[config.mk]
export PLATFORM = sky130hd
export DESIGN_NAME = gae_div
export DESIGN_NICKNAME = d
export VERILOG_FILES = /design/src/gae_pkg.sv /design/src/gae_div.sv
export SDC_FILE = /design/constraint.sdc
export NUM_CORES = 1
export LEC_CHECK = 0
export BUFFER_PORTS_ARGS = -buffer_cell sky130_fd_sc_hd__buf_2
export CAP_MARGIN = 20
export CORE_UTILIZATION = 45
export DETAILED_ROUTE_END_ITERATION = 7
export GPL_TIMING_DRIVEN = 0
export HOLD_SLACK_MARGIN = 0.03
export PLACE_DENSITY = 0.76
export REMOVE_ABC_BUFFERS = 1
export SYNTH_ARGS = -nofsm -noshare
export SYNTH_HDL_FRONTEND = slang
export SYNTH_SLANG_ARGS = --single-unit
[constraint.sdc]
create_clock -name i_clk -period 7.6 [get_ports i_clk]
set_clock_uncertainty 0.05 [all_clocks]
set_input_delay 0.76 -clock i_clk [delete_from_list [all_inputs] [get_ports i_clk]]
set_output_delay 0.76 -clock i_clk [all_outputs]
set_load 0.05 [all_outputs]
[src/gae_pkg.sv]
// Shared types, codes and value-width helpers for the grouped aggregate engine.
// No dependencies.
package gae_pkg;

    localparam int unsigned VAL_W = 64;
    localparam int unsigned GID_W = 10;
    localparam int unsigned CFG_IDX_W = 2;
    localparam int unsigned CFG_DATA_W = 3;

    typedef enum logic [1:0] {
        MODE_UPDATE = 2'd0,
        MODE_READ   = 2'd1,
        MODE_CLEAR  = 2'd2,
        MODE_NONE   = 2'd3
    } t_mode;

    typedef enum logic [2:0] {
        KIND_SUM      = 3'd0,
        KIND_MIN      = 3'd1,
        KIND_MAX      = 3'd2,
        KIND_AVG      = 3'd3,
        KIND_COUNT    = 3'd4,
        KIND_COUNT_ALL = 3'd5,
        KIND_RSVD6    = 3'd6,
        KIND_RSVD7    = 3'd7
    } t_kind;

    typedef enum logic [1:0] {
        CFG_KIND   = 2'd0,
        CFG_SIGNED = 2'd1,
        CFG_WIDTH  = 2'd2,
        CFG_NONE   = 2'd3
    } t_cfg_idx;

    typedef enum logic [1:0] {
        ST_IDLE,
        ST_RMW,
        ST_DIV,
        ST_FIN
    } t_state;

    typedef struct packed {
        logic [VAL_W-1:0] acc;
        logic             pres;
        logic [VAL_W-1:0] cnt;
    } t_entry;

    function automatic logic [VAL_W-1:0] width_mask(input logic [1:0] wcode);
        logic [VAL_W-1:0] m;
        case (wcode)
            2'd0:    m = 64'h0000_0000_0000_00FF;
            2'd1:    m = 64'h0000_0000_0000_FFFF;
            2'd2:    m = 64'h0000_0000_FFFF_FFFF;
            default: m = '1;
        endcase
        return m;
    endfunction

    // Sign- or zero-extend the low width bits to 64 bits.
    function automatic logic [VAL_W-1:0] widen(input logic [VAL_W-1:0] x,
                                               input logic sgn,
                                               input logic [1:0] wcode);
        logic [VAL_W-1:0] m;
        logic [VAL_W-1:0] top;
        logic [VAL_W-1:0] r;
        m   = width_mask(wcode);
        top = (m >> 1) + 64'd1;
        r   = x & m;
        if (sgn && ((r & top) != '0)) begin
            r = r | ~m;
        end
        return r;
    endfunction

    function automatic logic [VAL_W-1:0] order_key(input logic [VAL_W-1:0] x,
                                                   input logic sgn,
                                                   input logic [1:0] wcode);
        logic [VAL_W-1:0] w;
        w = widen(x, sgn, wcode);
        return sgn ? {~w[VAL_W-1], w[VAL_W-2:0]} : w;
    endfunction

endpackage

[src/gae_div.sv]
// Restoring unsigned 64/64 divider, one quotient bit per cycle.
// Depends on gae_pkg.
module gae_div import gae_pkg::*; (
    input  logic             i_clk,
    input  logic             i_rst_n,
    input  logic             i_start,
    input  logic [VAL_W-1:0] i_num,
    input  logic [VAL_W-1:0] i_den,
    output logic             o_done,
    output logic [VAL_W-1:0] o_quo
);

    localparam int unsigned CW = $clog2(VAL_W + 1);

    logic [VAL_W-1:0] r_rem;
    logic [VAL_W-1:0] r_quo;
    logic [VAL_W-1:0] r_den;
    logic [CW-1:0]    r_cnt;
    logic             r_done;
    logic [VAL_W:0]   rem_sh;
    logic [VAL_W:0]   diff;

    assign rem_sh = {r_rem, r_quo[VAL_W-1]};
    assign diff   = rem_sh - {1'b0, r_den};

    always_ff @(posedge i_clk) begin
        if (!i_rst_n) begin
            r_cnt  <= '0;
            r_done <= 1'b0;
        end else begin
            r_done <= 1'b0;
            if (i_start) begin
                r_cnt <= CW'(VAL_W);
            end else if (r_cnt != '0) begin
                r_cnt <= r_cnt - 1'b1;
                if (r_cnt == CW'(1)) begin
                    r_done <= 1'b1;
                end
            end
        end
    end

    always_ff @(posedge i_clk) begin
        if (i_start) begin
            r_rem <= '0;
            r_quo <= i_num;
            r_den <= i_den;
        end else if (r_cnt != '0) begin
            // keep the partial remainder when the trial subtract goes negative
            if (!diff[VAL_W]) begin
                r_rem <= diff[VAL_W-1:0];
                r_quo <= {r_quo[VAL_W-2:0], 1'b1};
            end else begin
                r_rem <= rem_sh[VAL_W-1:0];
                r_quo <= {r_quo[VAL_W-2:0], 1'b0};
            end
        end
    end

    assign o_done = r_done;
    assign o_quo  = r_quo;

endmodule

==> qor_table.md, run 1 <==
| Item | Value | Unit |
| --- | --- | --- |
| Status | completed | - |
| Layout overhead on the synthesized area | 16.7 | % |
| Pre-Repair DR Iteration Count | 5 | - |
| Cell Pwr Density | 399 | nW/um2 |
| # fillers | 2284 | - |
| Remaining number of nets flagged by the antenna check after routing | 0 | - |
| Number of nets in the layout | 1601 | - |
| Pin count of the biggest net entering global routing | 121 | - |
| Ys async rst share | 0 | % |
| Row cnt | 58 | - |
| Area enclosed by the die boundary | 26900 | um2 |
| Core region area | 25500 | um2 |
| Gate count of the mapped netlist | 1240 | - |
| Critical path arrival | 4.39 | ns |
| Sort of element at the start of the critical path | flop | - |
| Share of cells above drive strength 1 | 22.0 | % |
| Max H-tree Level | 4 | - |
| Biggest fanout along the worst timing path | 28 | - |
| Post-synth top area cell | edfxtp_1 | - |
| Worst slew pin tran | 0.861 | ns |
| Tightest slew margin relative to the limit | 42.6 | % |
| Crit Path Class | reg -> reg | - |
| Post-route cell area | 13800 | um2 |
| DP Area | 13200 | um2 |
| Leading cell type by number of instances after synthesis | nand2_1 | - |
| Number of synthesized flops with an enable pin | 128 | - |
| Final number of setup-violating endpoints | 0 | - |
| Largest cells by area after synthesis | edfxtp_1 32%, dfxtp_1 12%, ha_1 7.0% | - |
| Max-cap violation count | 0 | - |
| Drc violations | 0 | - |
| Number of violations reported at the end of detailed-routing iteration 0 | 634 | - |
| Clock tree from TritonCTS | yes | - |
| Yosys warning count | 0 | - |
| Number of synthesized register bits | 200 | - |
| Combined global-route utilization of all metal layers | 22.3 | % |
| Post-synthesis instance area | 11800 | um2 |
| Highest clock rate | 244 | MHz |
| Final core utilization | 54.2 | % |
| Crit path capture type | flop | - |
| Buffer type at the clock tree root | clkbuf_16 | - |
| Count of buffers from port buffering | 195 | - |
| Syn avg cell area | 9.54 | um2 |
| Count of final max-slew check failures | 0 | - |
| Most used standard cells in the synthesized netlist | 167 x nand2_1, 128 x edfxtp_1, 108 x nor2_1 | - |
| Count of final hold-check violations | 0 | - |
| Number of unique standard cell types used by synthesis | 68 | - |
| Deepest clock path buffer count | 2 | - |
| Final critical-path required period | 4.09 | ns |
| Static power due to leakage | 5.93 | nW |
| RSZ-0062 raised after global routing | false | - |
| Antenna Cells | 0 | - |
| Overall routed net length | 29.5 | mm |
| Total vias in the final route | 9881 | - |
| Top flip-flop cell by instance count after synthesis | edfxtp_1 | - |
| Placer Congestion | 0.947 | - |
| Worst EP required | 7.90 | ns |
| Via count of the first global-routing pass | 9503 | - |
| Count of hold buffers inserted by post-cts repair | 0 | - |
| Resize count post-CTS | 0 | - |
| First-pass GRT wire length | 47.3 | mm |
| Worst reg2reg setup slack | 3.51 | ns |
| Portion of the clock cycle consumed by the worst path in the final layout | 53.9 | % |
| Clock latency at the later pin of the worst-skew pair | 0.46 | ns |
| Average wire per standard cell | 16.9 | um |
| Share of Yosys cell area claimed by the top area cell type | 32.5 | % |
| Post-CTS Setup Inserts | 0 | - |
| Class of the worst hold path | in -> reg | - |
| Total I/O pin count | 196 | - |
| Final total power | 5.51 | mW |
| Remaining global-route overflow | 0 | - |
| Sequential-to-total area share from yosys stat | 44.7 | % |
| Number of antenna violations at the first check in global routing | 2 | - |
| CTS buffer count | 17 | - |
| Post-detailed-route via-to-cell ratio | 5.66 | - |
| Width of the chip | 164 | um |
| Initial standard-cell utilization of the core | 46.4 | % |
| Sink count of the clock tree | 200 | - |
| Half-perimeter wire length of the detailed placement result | 21.6 | mm |
| Clock transition at the registers of the reported paths | 0.09 | ns |
| Worst ir drop on vdd | 0.308 | mV |
| Height of the die | 164 | um |
-- layer usage --
layer / track usage (%) / share of wire, %
met4: 6.52 / 1.6
met2: 39.7 / 49
met5: 0 / 0.051
met1: 26.5 / 42
met3: 5.05 / 6.4
-- critical path, cell delays in order (launching register included) --
cell and delay (ns):
edfxtp_1 0.38, inv_1 0.15, ha_1 0.33, a21oi_1 0.19, o21ai_1 0.15, o31ai_1 0.32, a21oi_1 0.13, o21ai_0 0.32
nand3_1 0.19, a31oi_4 0.42, xor2_4 0.57, buf_16 0.24, buf_16 0.19, nand2_1 0.07, a311oi_1 0.28
-- path summary, 6_finish.rpt --
kind,from,to,depth (start not counted)
worst min-delay path,i_den[17],r_den[17],1
worst max register to register,r_den[25],r_rem[8],14
worst min register to register,r_rem[55],r_rem[55],2
worst max-delay path,r_den[25],r_rem[8],14
-- power breakdown --
group | internal (mW) | switching, mW | total, mW
sequential | 1.49 | 0.192 | 1.69
combinational | 1.01 | 1.87 | 2.87
clock | 0.452 | 0.495 | 0.947
total | 2.95 | 2.55 | 5.51
-- kinds of logic after synthesis --
kind of cell             count (synthesis)  synth area share (%)
AO/OA/AOI/OAI                          306                  17.3
XOR/XNOR                                55                  4.14
adder cells (fa/ha/maj)                 67                  7.15
buffers and inverters                  136                  4.67
flip-flops                             200                  44.7
multiplexers                            68                  6.46
AND/OR/NAND/NOR                        408                  15.6
-- metrics by stage --
step | instances | setup slack [ns] | TNS (ns) | hold slack (ns)
finish | 1746 | 3.51 | 0 | 0.423
CTS | 1746 | 3.48 | 0 | 0.409
global placement | 1707 | -0.911 | -57.91 | 0.416
global route | 1746 | 3.19 | 0 | 0.407
detailed placement | 1714 | 3.54 | 0 | 0.434
floorplan | 1182 | 2.27 | 0 | 0.402
-- cell usage in the layout, fill, tap and decap left out, drive strengths merged, types with 4 or more instances in the layout --
cell,n
clkbuf,17
xnor2,32
nand3b,5
clkinv,6
nand3,20
and3,11
a21o,27
a41oi,6
a21boi,8
o31ai,9
a21oi,86
nor2,108
a31oi,9
o21ai,55
buf,202
xor2,23
nor3,24
inv,87
nand2b,9
dfxtp,72
nand4,20
o21a,9
or3,7
o21bai,7
and4,5
and2,7
nor2b,7
edfxtp,128
or4,5
a311oi,40
mux2i,4
a211oi,20
ha,66
o211ai,9
nand2,169
mux2,64
-- flip-flops by register name (all words and copies together) (netlist names) --
name,count
o_done,1
r_den,64
o_quo,64
r_rem,64
r_cnt,7
-- layout make-up --
class	instances	area, um2	area share (%)
well taps	330	413	2.99
inverters	78	293	2.12
clock inverters	15	183	1.32
clock buffers	17	425	3.08
multi-input cells	904	6040	43.8
repair buffers	202	1170	8.45
flip-flops and latches	200	5290	38.3
No activity file was read; power rests on OpenSTA's default activity.
==> run 2: changes to the inputs <==
==> constraint.sdc (replaced) <==
create_clock -name i_clk -period 3.8 [get_ports i_clk]
set_clock_uncertainty 0.05 [all_clocks]
set_input_delay 0.38 -clock i_clk [delete_from_list [all_inputs] [get_ports i_clk]]
set_output_delay 0.38 -clock i_clk [all_outputs]
set_load 0.05 [all_outputs]
==> qor_table.md, run 2 (synthesis gave the netlist of run 1 again) <==
| Item | Value | Unit | Delta |
| --- | --- | --- | --- |
| Via count of the first global-routing pass | 9512 | - | was 9503 |
| Max H-tree Level | 4 | - | unchanged |
| Remaining number of nets flagged by the antenna check after routing | 0 | - | unchanged |
| Portion of the clock cycle consumed by the worst path in the final layout | 93.3 | % | was 53.9% |
| Sort of element at the start of the critical path | flop | - | unchanged |
| Combined global-route utilization of all metal layers | 22.3 | % | about the same |
| Class of the worst hold path | in -> reg | - | unchanged |
| Top Layer Used | met5 | - | unchanged |
| Portion of total power attributed to sequential cells | 30.3 | % | was 30.6% |
| Height of the die | 164 | um | unchanged |
| Worst EP required | 4.12 | ns | was 7.90 ns |
| Row cnt | 58 | - | unchanged |
| Count of final max-slew check failures | 0 | - | unchanged |
| Area enclosed by the die boundary | 26900 | um2 | unchanged |
| Hold path start | i_den[9] | - | was i_den[17] |
| Static power due to leakage | 5.99 | nW | was 5.93 nW |
| Highest-count cells in the layout ignoring fill and taps | 194 x buf_2, 166 x nand2_1, 128 x edfxtp_1 | - | unchanged |
| Placed cell count | 1714 | - | unchanged |
| Switching fraction of total power | 46.4 | % | was 46.3% |
| Overall routed net length | 30.0 | mm | was 29.5 mm |
| Remaining global-route overflow | 0 | - | unchanged |
| Count of buffers from port buffering | 195 | - | unchanged |
| Cell Pwr Density | 798 | nW/um2 | was 399 nW/um2 |
| Average wire per standard cell | 17.1 | um | was 16.9 um |
| Worst slew pin tran | 0.862 | ns | was 0.861 ns |
| Width of the chip | 164 | um | unchanged |
| Area occupied by multi-input gates | 6100 | um2 | was 6040 um2 |
| CTS buffer count | 17 | - | unchanged |
| Status | completed | - | unchanged |
| Worst-case reg-to-reg path depth | 13 | - | was 14 |
| Post-route non-filler standard cell count | 1755 | - | was 1746 |
| Clock transition at the registers of the reported paths | 0.09 | ns | about the same |
| Worst ir drop on vdd | 0.618 | mV | was 0.308 mV |
| Initial standard-cell utilization of the core | 46.4 | % | unchanged |
| Core region area | 25500 | um2 | unchanged |
| Final critical-path required period | 3.55 | ns | was 4.09 ns |
| Crit path capture type | flop | - | unchanged |
| M1 wire length | 12.6 | mm | was 12.5 mm |
| Routed met3 length | 1.98 | mm | was 1.90 mm |
| Total I/O pin count | 196 | - | unchanged |
| Internal power consumption | 5.96 | mW | was 2.95 mW |
| Biggest fanout along the worst timing path | 6 | - | was 28 |
| Drc violations | 0 | - | unchanged |
| Count of final hold-check violations | 0 | - | unchanged |
| # fillers | 2273 | - | was 2284 |
| Antenna Cells | 0 | - | unchanged |
| Clock tree from TritonCTS | yes | - | unchanged |
| Total vias in the final route | 9942 | - | was 9881 |
| Sink count of the clock tree | 200 | - | unchanged |
| Crit Reg-Reg Endpoint | r_rem[58] | - | was r_rem[8] |
| Tightest slew margin relative to the limit | 42.5 | % | was 42.6% |
| Switching power | 5.16 | mW | was 2.55 mW |
| Most frequent standard cell in the layout excluding fill and tap cells | buf_2 | - | unchanged |
| Deepest clock path buffer count | 2 | - | unchanged |
| Post-detailed-route via-to-cell ratio | 5.66 | - | about the same |
| Critical path arrival | 3.87 | ns | was 4.39 ns |
| Final number of setup-violating endpoints | 0 | - | unchanged |
| Layout overhead on the synthesized area | 17.8 | % | was 16.7% |
| Number of violations reported at the end of detailed-routing iteration 0 | 613 | - | was 634 |
| Max-cap violation count | 0 | - | unchanged |
| Share of cells above drive strength 1 | 22.9 | % | was 22.0% |
| WHS Endpoint | r_den[9] | - | was r_den[17] |
| First-pass GRT wire length | 47.4 | mm | was 47.3 mm |
| Worst reg2reg setup slack | 0.25 | ns | was 3.51 ns |
| Clock latency at the later pin of the worst-skew pair | 0.46 | ns | about the same |
| Clock Power Share | 17.0 | % | was 17.2% |
| Number of nets in the layout | 1610 | - | was 1601 |
| Placer Congestion | 0.947 | - | unchanged |
| Highest clock rate | 282 | MHz | was 244 MHz |
| Half-perimeter wire length of the detailed placement result | 21.6 | mm | unchanged |
| Hold Crit Depth | 1 | - | unchanged |
| RR Startpoint | o_quo[63] | - | was r_den[25] |
| Pin count of the biggest net entering global routing | 121 | - | unchanged |
| Pre-Repair DR Iteration Count | 7 | - | was 5 |
| Number of antenna violations at the first check in global routing | 2 | - | unchanged |
| Crit Path Class | reg -> reg | - | unchanged |
| Buffer type at the clock tree root | clkbuf_16 | - | unchanged |
| Post-Route Hold Slack | 0.0441 | ns | was 0.423 ns |
| Combinational share of power | 52.6 | % | was 52.2% |
| Wire length on met2 | 14.9 | mm | was 14.6 mm |
| Register Area | 5290 | um2 | unchanged |
==> run 2: worst max path at each step <==
stage	to	slack, ns	start
final	r_rem[58]	0.25	o_quo[63]
after global routing	r_rem[7]	-0.006	r_den[43]
after CTS	r_rem[8]	0.05	o_quo[63]
after detailed placement	r_rem[8]	-0.26	o_quo[63]
after global placement	o_quo[8]	-4.33	i_start
after floorplan	r_rem[22]	-1.53	o_quo[63]
==> run 2: power by group through the flow <==
stage	clock network [mW]	logic (mW)	registers, mW
6_report	1.89	5.85	3.38
5_1_grt	2.01	6.40	3.44
4_1_cts	1.94	5.78	3.38
2_1_floorplan	0	3.33	4.20
3_5_place_dp	0	5.72	3.41
3_3_place_gp	0	5.87	3.52
==> run 2: what timing repair did <==
item,in CTS,in global routing
buffers inserted,2,4
hold endpoints to repair,2,1
resized for setup,0,14
endpoints found under the setup margin,55,44
cloned,0,0
pin swaps,1,6
hold buffers,2,1
==> run 2: layer usage <==
layer | global-route usage, % | vias to the layer above
met5 | 0 | -
met4 | 6.44 | 2
met3 | 5.03 | 45
met2 | 39.8 | 350
met1 | 26.5 | 4676
li1 | - | 4869
==> run 2: cell type report <==
cell class / count / share of cell area, %
Sequential cell: 200 / 37.9
Tap cell: 330 / 2.96
Timing Repair Buffer: 211 / 8.89
Clock buffer: 17 / 3.05
Inverter: 78 / 2.10
Clock inverter: 15 / 1.31
Multi-Input combinational cell: 904 / 43.8
==> run 2: critical path, cell delays in order, from the launching register on <==
cell,delay (ns)
edfxtp_1,0.38
inv_1,0.07
ha_1,0.22
fa_1,0.41
nand2b_4,0.17
a21o_1,0.23
a21oi_4,0.18
a21boi_1,0.25
a21o_1,0.29
a31o_2,0.29
o21ai_2,0.23
nand4_1,0.18
mux2_4,0.34
o31ai_2,0.16
==> run 2: metrics by stage <==
step,setup slack [ns],power [mW],area (um2),util (%),TNS [ns]
2_1_floorplan,-1.53,7.53,11600,-,-94.70
3_3_place_gp,-4.33,9.38,13000,50.9,-526.69
3_5_place_dp,-0.259,9.13,13200,51.8,-5.93
4_1_cts,0.0514,11.1,13800,54.3,0
5_1_grt,-0.00590,11.8,13900,54.7,-0.00590
6_report,0.253,11.1,13900,54.7,0
==> run 3: changes to the inputs <==
--- a/config.mk
+++ b/config.mk
@@ -8,6 +8,7 @@
 export BUFFER_PORTS_ARGS = -buffer_cell sky130_fd_sc_hd__buf_2
 export CAP_MARGIN = 20
 export CORE_UTILIZATION = 45
+export CTS_BUF_LIST = sky130_fd_sc_hd__clkbuf_2 sky130_fd_sc_hd__clkbuf_4 sky130_fd_sc_hd__clkbuf_8
 export DETAILED_ROUTE_END_ITERATION = 7
 export GPL_TIMING_DRIVEN = 0
 export HOLD_SLACK_MARGIN = 0.03
==> qor_table.md, run 3 (synthesis gave the netlist of run 1 again) <==
| Item | Value | Unit | Delta |
| --- | --- | --- | --- |
| Remaining number of nets flagged by the antenna check after routing | 0 | - | unchanged |
| Average wire per standard cell | 16.6 | um | was 17.1 um |
| Final total power | 10.7 | mW | was 11.1 mW |
| Internal power consumption | 5.61 | mW | was 5.96 mW |
| Number of nets in the layout | 1672 | - | was 1610 |
| Area enclosed by the die boundary | 26900 | um2 | unchanged |
| Most common cell type on the critical path | buf_16 | - | was a21o_1 |
| Crit path capture type | flop | - | unchanged |
| Portion of total power attributed to sequential cells | 31.5 | % | was 30.3% |
| Switching fraction of total power | 47.6 | % | was 46.4% |
| Count of final max-slew check failures | 0 | - | unchanged |
| DP Area | 13200 | um2 | unchanged |
| Portion of the clock cycle consumed by the worst path in the final layout | 93.9 | % | was 93.3% |
| Antenna Cells | 0 | - | unchanged |
| Overall routed net length | 30.2 | mm | was 30.0 mm |
| Sink count of the clock tree | 200 | - | unchanged |
| Max-cap violation count | 0 | - | unchanged |
| Clock transition at the registers of the reported paths | 0.13 | ns | was 0.09 ns |
| Count of final hold-check violations | 0 | - | unchanged |
| Critical path cell sequence | inv_1 > ha_1 > a21oi_1 > nor3b_2 > a21oi_4 > o21a_1 > o211ai_1 > nand3_1 > a31oi_4 > xor2_4 > buf_16 > buf_16 > nand2_1 > a311oi_1 | - | was inv_1 > ha_1 > fa_1 > nand2b_4 > a21o_1 > a21oi_4 > a21boi_1 > a21o_1 > a31o_2 > o21ai_2 > nand4_1 > mux2_4 > o31ai_2 |
| Area occupied by multi-input gates | 6080 | um2 | was 6100 um2 |
| Final critical-path required period | 3.57 | ns | was 3.55 ns |
| Combined global-route utilization of all metal layers | 22.6 | % | was 22.3% |
| Placed cell count | 1714 | - | unchanged |
| Status | completed | - | unchanged |
| Total I/O pin count | 196 | - | unchanged |
| Clock latency at the later pin of the worst-skew pair | 0.50 | ns | was 0.46 ns |
| Drc violations | 0 | - | unchanged |
| Via count of the first global-routing pass | 9766 | - | was 9512 |
| Register Area | 5290 | um2 | unchanged |
| Final number of setup-violating endpoints | 0 | - | unchanged |
| Count of buffers from port buffering | 195 | - | unchanged |
| Initial standard-cell utilization of the core | 46.4 | % | unchanged |
| Crit Path Class | reg -> reg | - | unchanged |
| Cell Pwr Density | 747 | nW/um2 | was 798 nW/um2 |
| Static power due to leakage | 6.15 | nW | was 5.99 nW |
| Half-perimeter wire length of the detailed placement result | 21.6 | mm | unchanged |
| Most frequent standard cell in the layout excluding fill and tap cells | buf_2 | - | unchanged |
| RSZ-0062 raised after global routing | false | - |  |
| Crit path max-delay family | compound AO/OA/AOI/OAI gates | - | unchanged |
| Post-detailed-route via-to-cell ratio | 5.55 | - | was 5.66 |
| Sort of element at the start of the critical path | flop | - | unchanged |
| Combinational share of power | 55.0 | % | was 52.6% |
| Worst Slack Setup Final | 0.233 | ns | was 0.253 ns |
| Buffering stage count on the worst path with inverters included | 3 | - | was 1 |
| Total vias in the final route | 10100 | - | was 9942 |
| Pin count of the biggest net entering global routing | 121 | - | unchanged |
| Row cnt | 58 | - | unchanged |
| # fillers | 2236 | - | was 2273 |
| Height of the die | 164 | um | unchanged |
| Cell with the largest stage delay on the worst path | edfxtp_1 | - | was fa_1 |
| Placer Congestion | 0.947 | - | unchanged |
| CTS buffer count | 17 | - | unchanged |
| Buffer type at the clock tree root | clkbuf_8 | - | was clkbuf_16 |
| Critical path arrival | 3.91 | ns | was 3.87 ns |
| Setup WS pre-CTS | -0.259 | ns | unchanged |
| Worst slew pin tran | 0.861 | ns | was 0.862 ns |
| Worst EP required | 4.14 | ns | was 4.12 ns |
| Highest cell delay on the worst timing path | 0.39 | ns | was 0.41 ns |
| Number of antenna violations at the first check in global routing | 2 | - | unchanged |
| Tightest slew margin relative to the limit | 42.6 | % | was 42.5% |
| Switching power | 5.10 | mW | was 5.16 mW |
| Final core utilization | 56.3 | % | was 54.7% |
| Highest clock rate | 280 | MHz | was 282 MHz |
| Number of violations reported at the end of detailed-routing iteration 0 | 620 | - | was 613 |
| Width of the chip | 164 | um | unchanged |
| Class of the worst hold path | in -> reg | - | unchanged |
| Core region area | 25500 | um2 | unchanged |
| Worst ir drop on vdd | 0.619 | mV | was 0.618 mV |
| Max H-tree Level | 4 | - | unchanged |
| Post-route non-filler standard cell count | 1817 | - | was 1755 |
| Pre-Repair DR Iteration Count | 7 | - | unchanged |
| Deepest clock path buffer count | 2 | - | unchanged |
| Highest-count cells in the layout ignoring fill and taps | 194 x buf_2, 166 x nand2_1, 128 x edfxtp_1 | - | unchanged |
| Biggest fanout along the worst timing path | 28 | - | was 6 |
| Layout overhead on the synthesized area | 21.3 | % | was 17.8% |
| Clock Power Share | 13.6 | % | was 17.0% |
| Remaining global-route overflow | 0 | - | unchanged |
| Clock tree from TritonCTS | yes | - | unchanged |
| Share of cells above drive strength 1 | 21.9 | % | was 22.9% |
| First-pass GRT wire length | 48.2 | mm | was 47.4 mm |
| Post-route cell area | 14400 | um2 | was 13900 um2 |
run 3: changes by cell type in the layout (fill, tap and decap cells not counted), sizes merged:
cell / change
buf: +2
clkbuf: -1
dlygate4sd3: +61
run 3: worst paths after layout:
kind              startpoint  cells past startpoint  slack, ns   endpoint
setup reg to reg    r_den[5]                     14       0.23   r_rem[8]
setup / recovery    r_den[5]                     14       0.23   r_rem[8]
hold reg to reg    r_rem[55]                      2       0.45  r_rem[55]
hold / removal      i_num[0]                      3       0.10   o_quo[0]
run 3: worst reg2reg max path, stage by stage, from the launching register on:
cell and delay [ns]:
edfxtp_1 0.39, inv_1 0.08, ha_1 0.27, a21oi_1 0.21, nor3b_2 0.32, a21oi_4 0.11
o21a_1 0.23, o211ai_1 0.30, nand3_1 0.18, a31oi_4 0.36, xor2_4 0.23, buf_16 0.20
buf_16 0.19, nand2_1 0.09, a311oi_1 0.28
run 3: power by group through the flow:
stage	Sequential, mW	Clock (mW)	Combinational [mW]
6_report	3.37	1.45	5.89
3_3_place_gp	3.52	0	5.87
3_5_place_dp	3.41	0	5.72
2_1_floorplan	4.20	0	3.33
4_1_cts	3.37	1.49	5.82
5_1_grt	3.44	1.56	6.44
run 3: layout make-up:
type / instances / share of cell area [%]
Multi-Input combinational cell: 904 / 42.4
Sequential cell: 200 / 36.8
Timing Repair Buffer: 273 / 13.0
Tap cell: 330 / 2.88
Clock buffer: 17 / 1.63
Inverter: 78 / 2.04
Clock inverter: 15 / 1.27
run 3: per-layer routing:
| layer | global-route usage, % | wire length (um) | part of all wire, % | vias up |
|---|---|---|---|---|
| li1 | - | - | - | 4994 |
| met1 | 26.9 | 13100 | 43 | 4728 |
| met2 | 41.2 | 15000 | 50 | 327 |
| met3 | 4.70 | 1740 | 5.7 | 41 |
| met4 | 5.26 | 416 | 1.4 | 2 |
| met5 | 0 | 13 | 0.043 | - |
run 3: through the flow:
step / hold slack (ns) / setup TNS (ns)
2_1_floorplan: 0.399 / -94.70
3_3_place_gp: 0.416 / -526.69
3_5_place_dp: 0.434 / -5.93
4_1_cts: 0.0764 / 0
5_1_grt: 0.0887 / 0
6_report: 0.101 / 0
run 3: timing repair:
action,CTS,global route
gates resized for setup,0,11
endpoints found under the hold margin,64,0
hold buffers,64,0
endpoints found under the setup margin,55,47
setup buffers,2,5
pin swaps,1,4
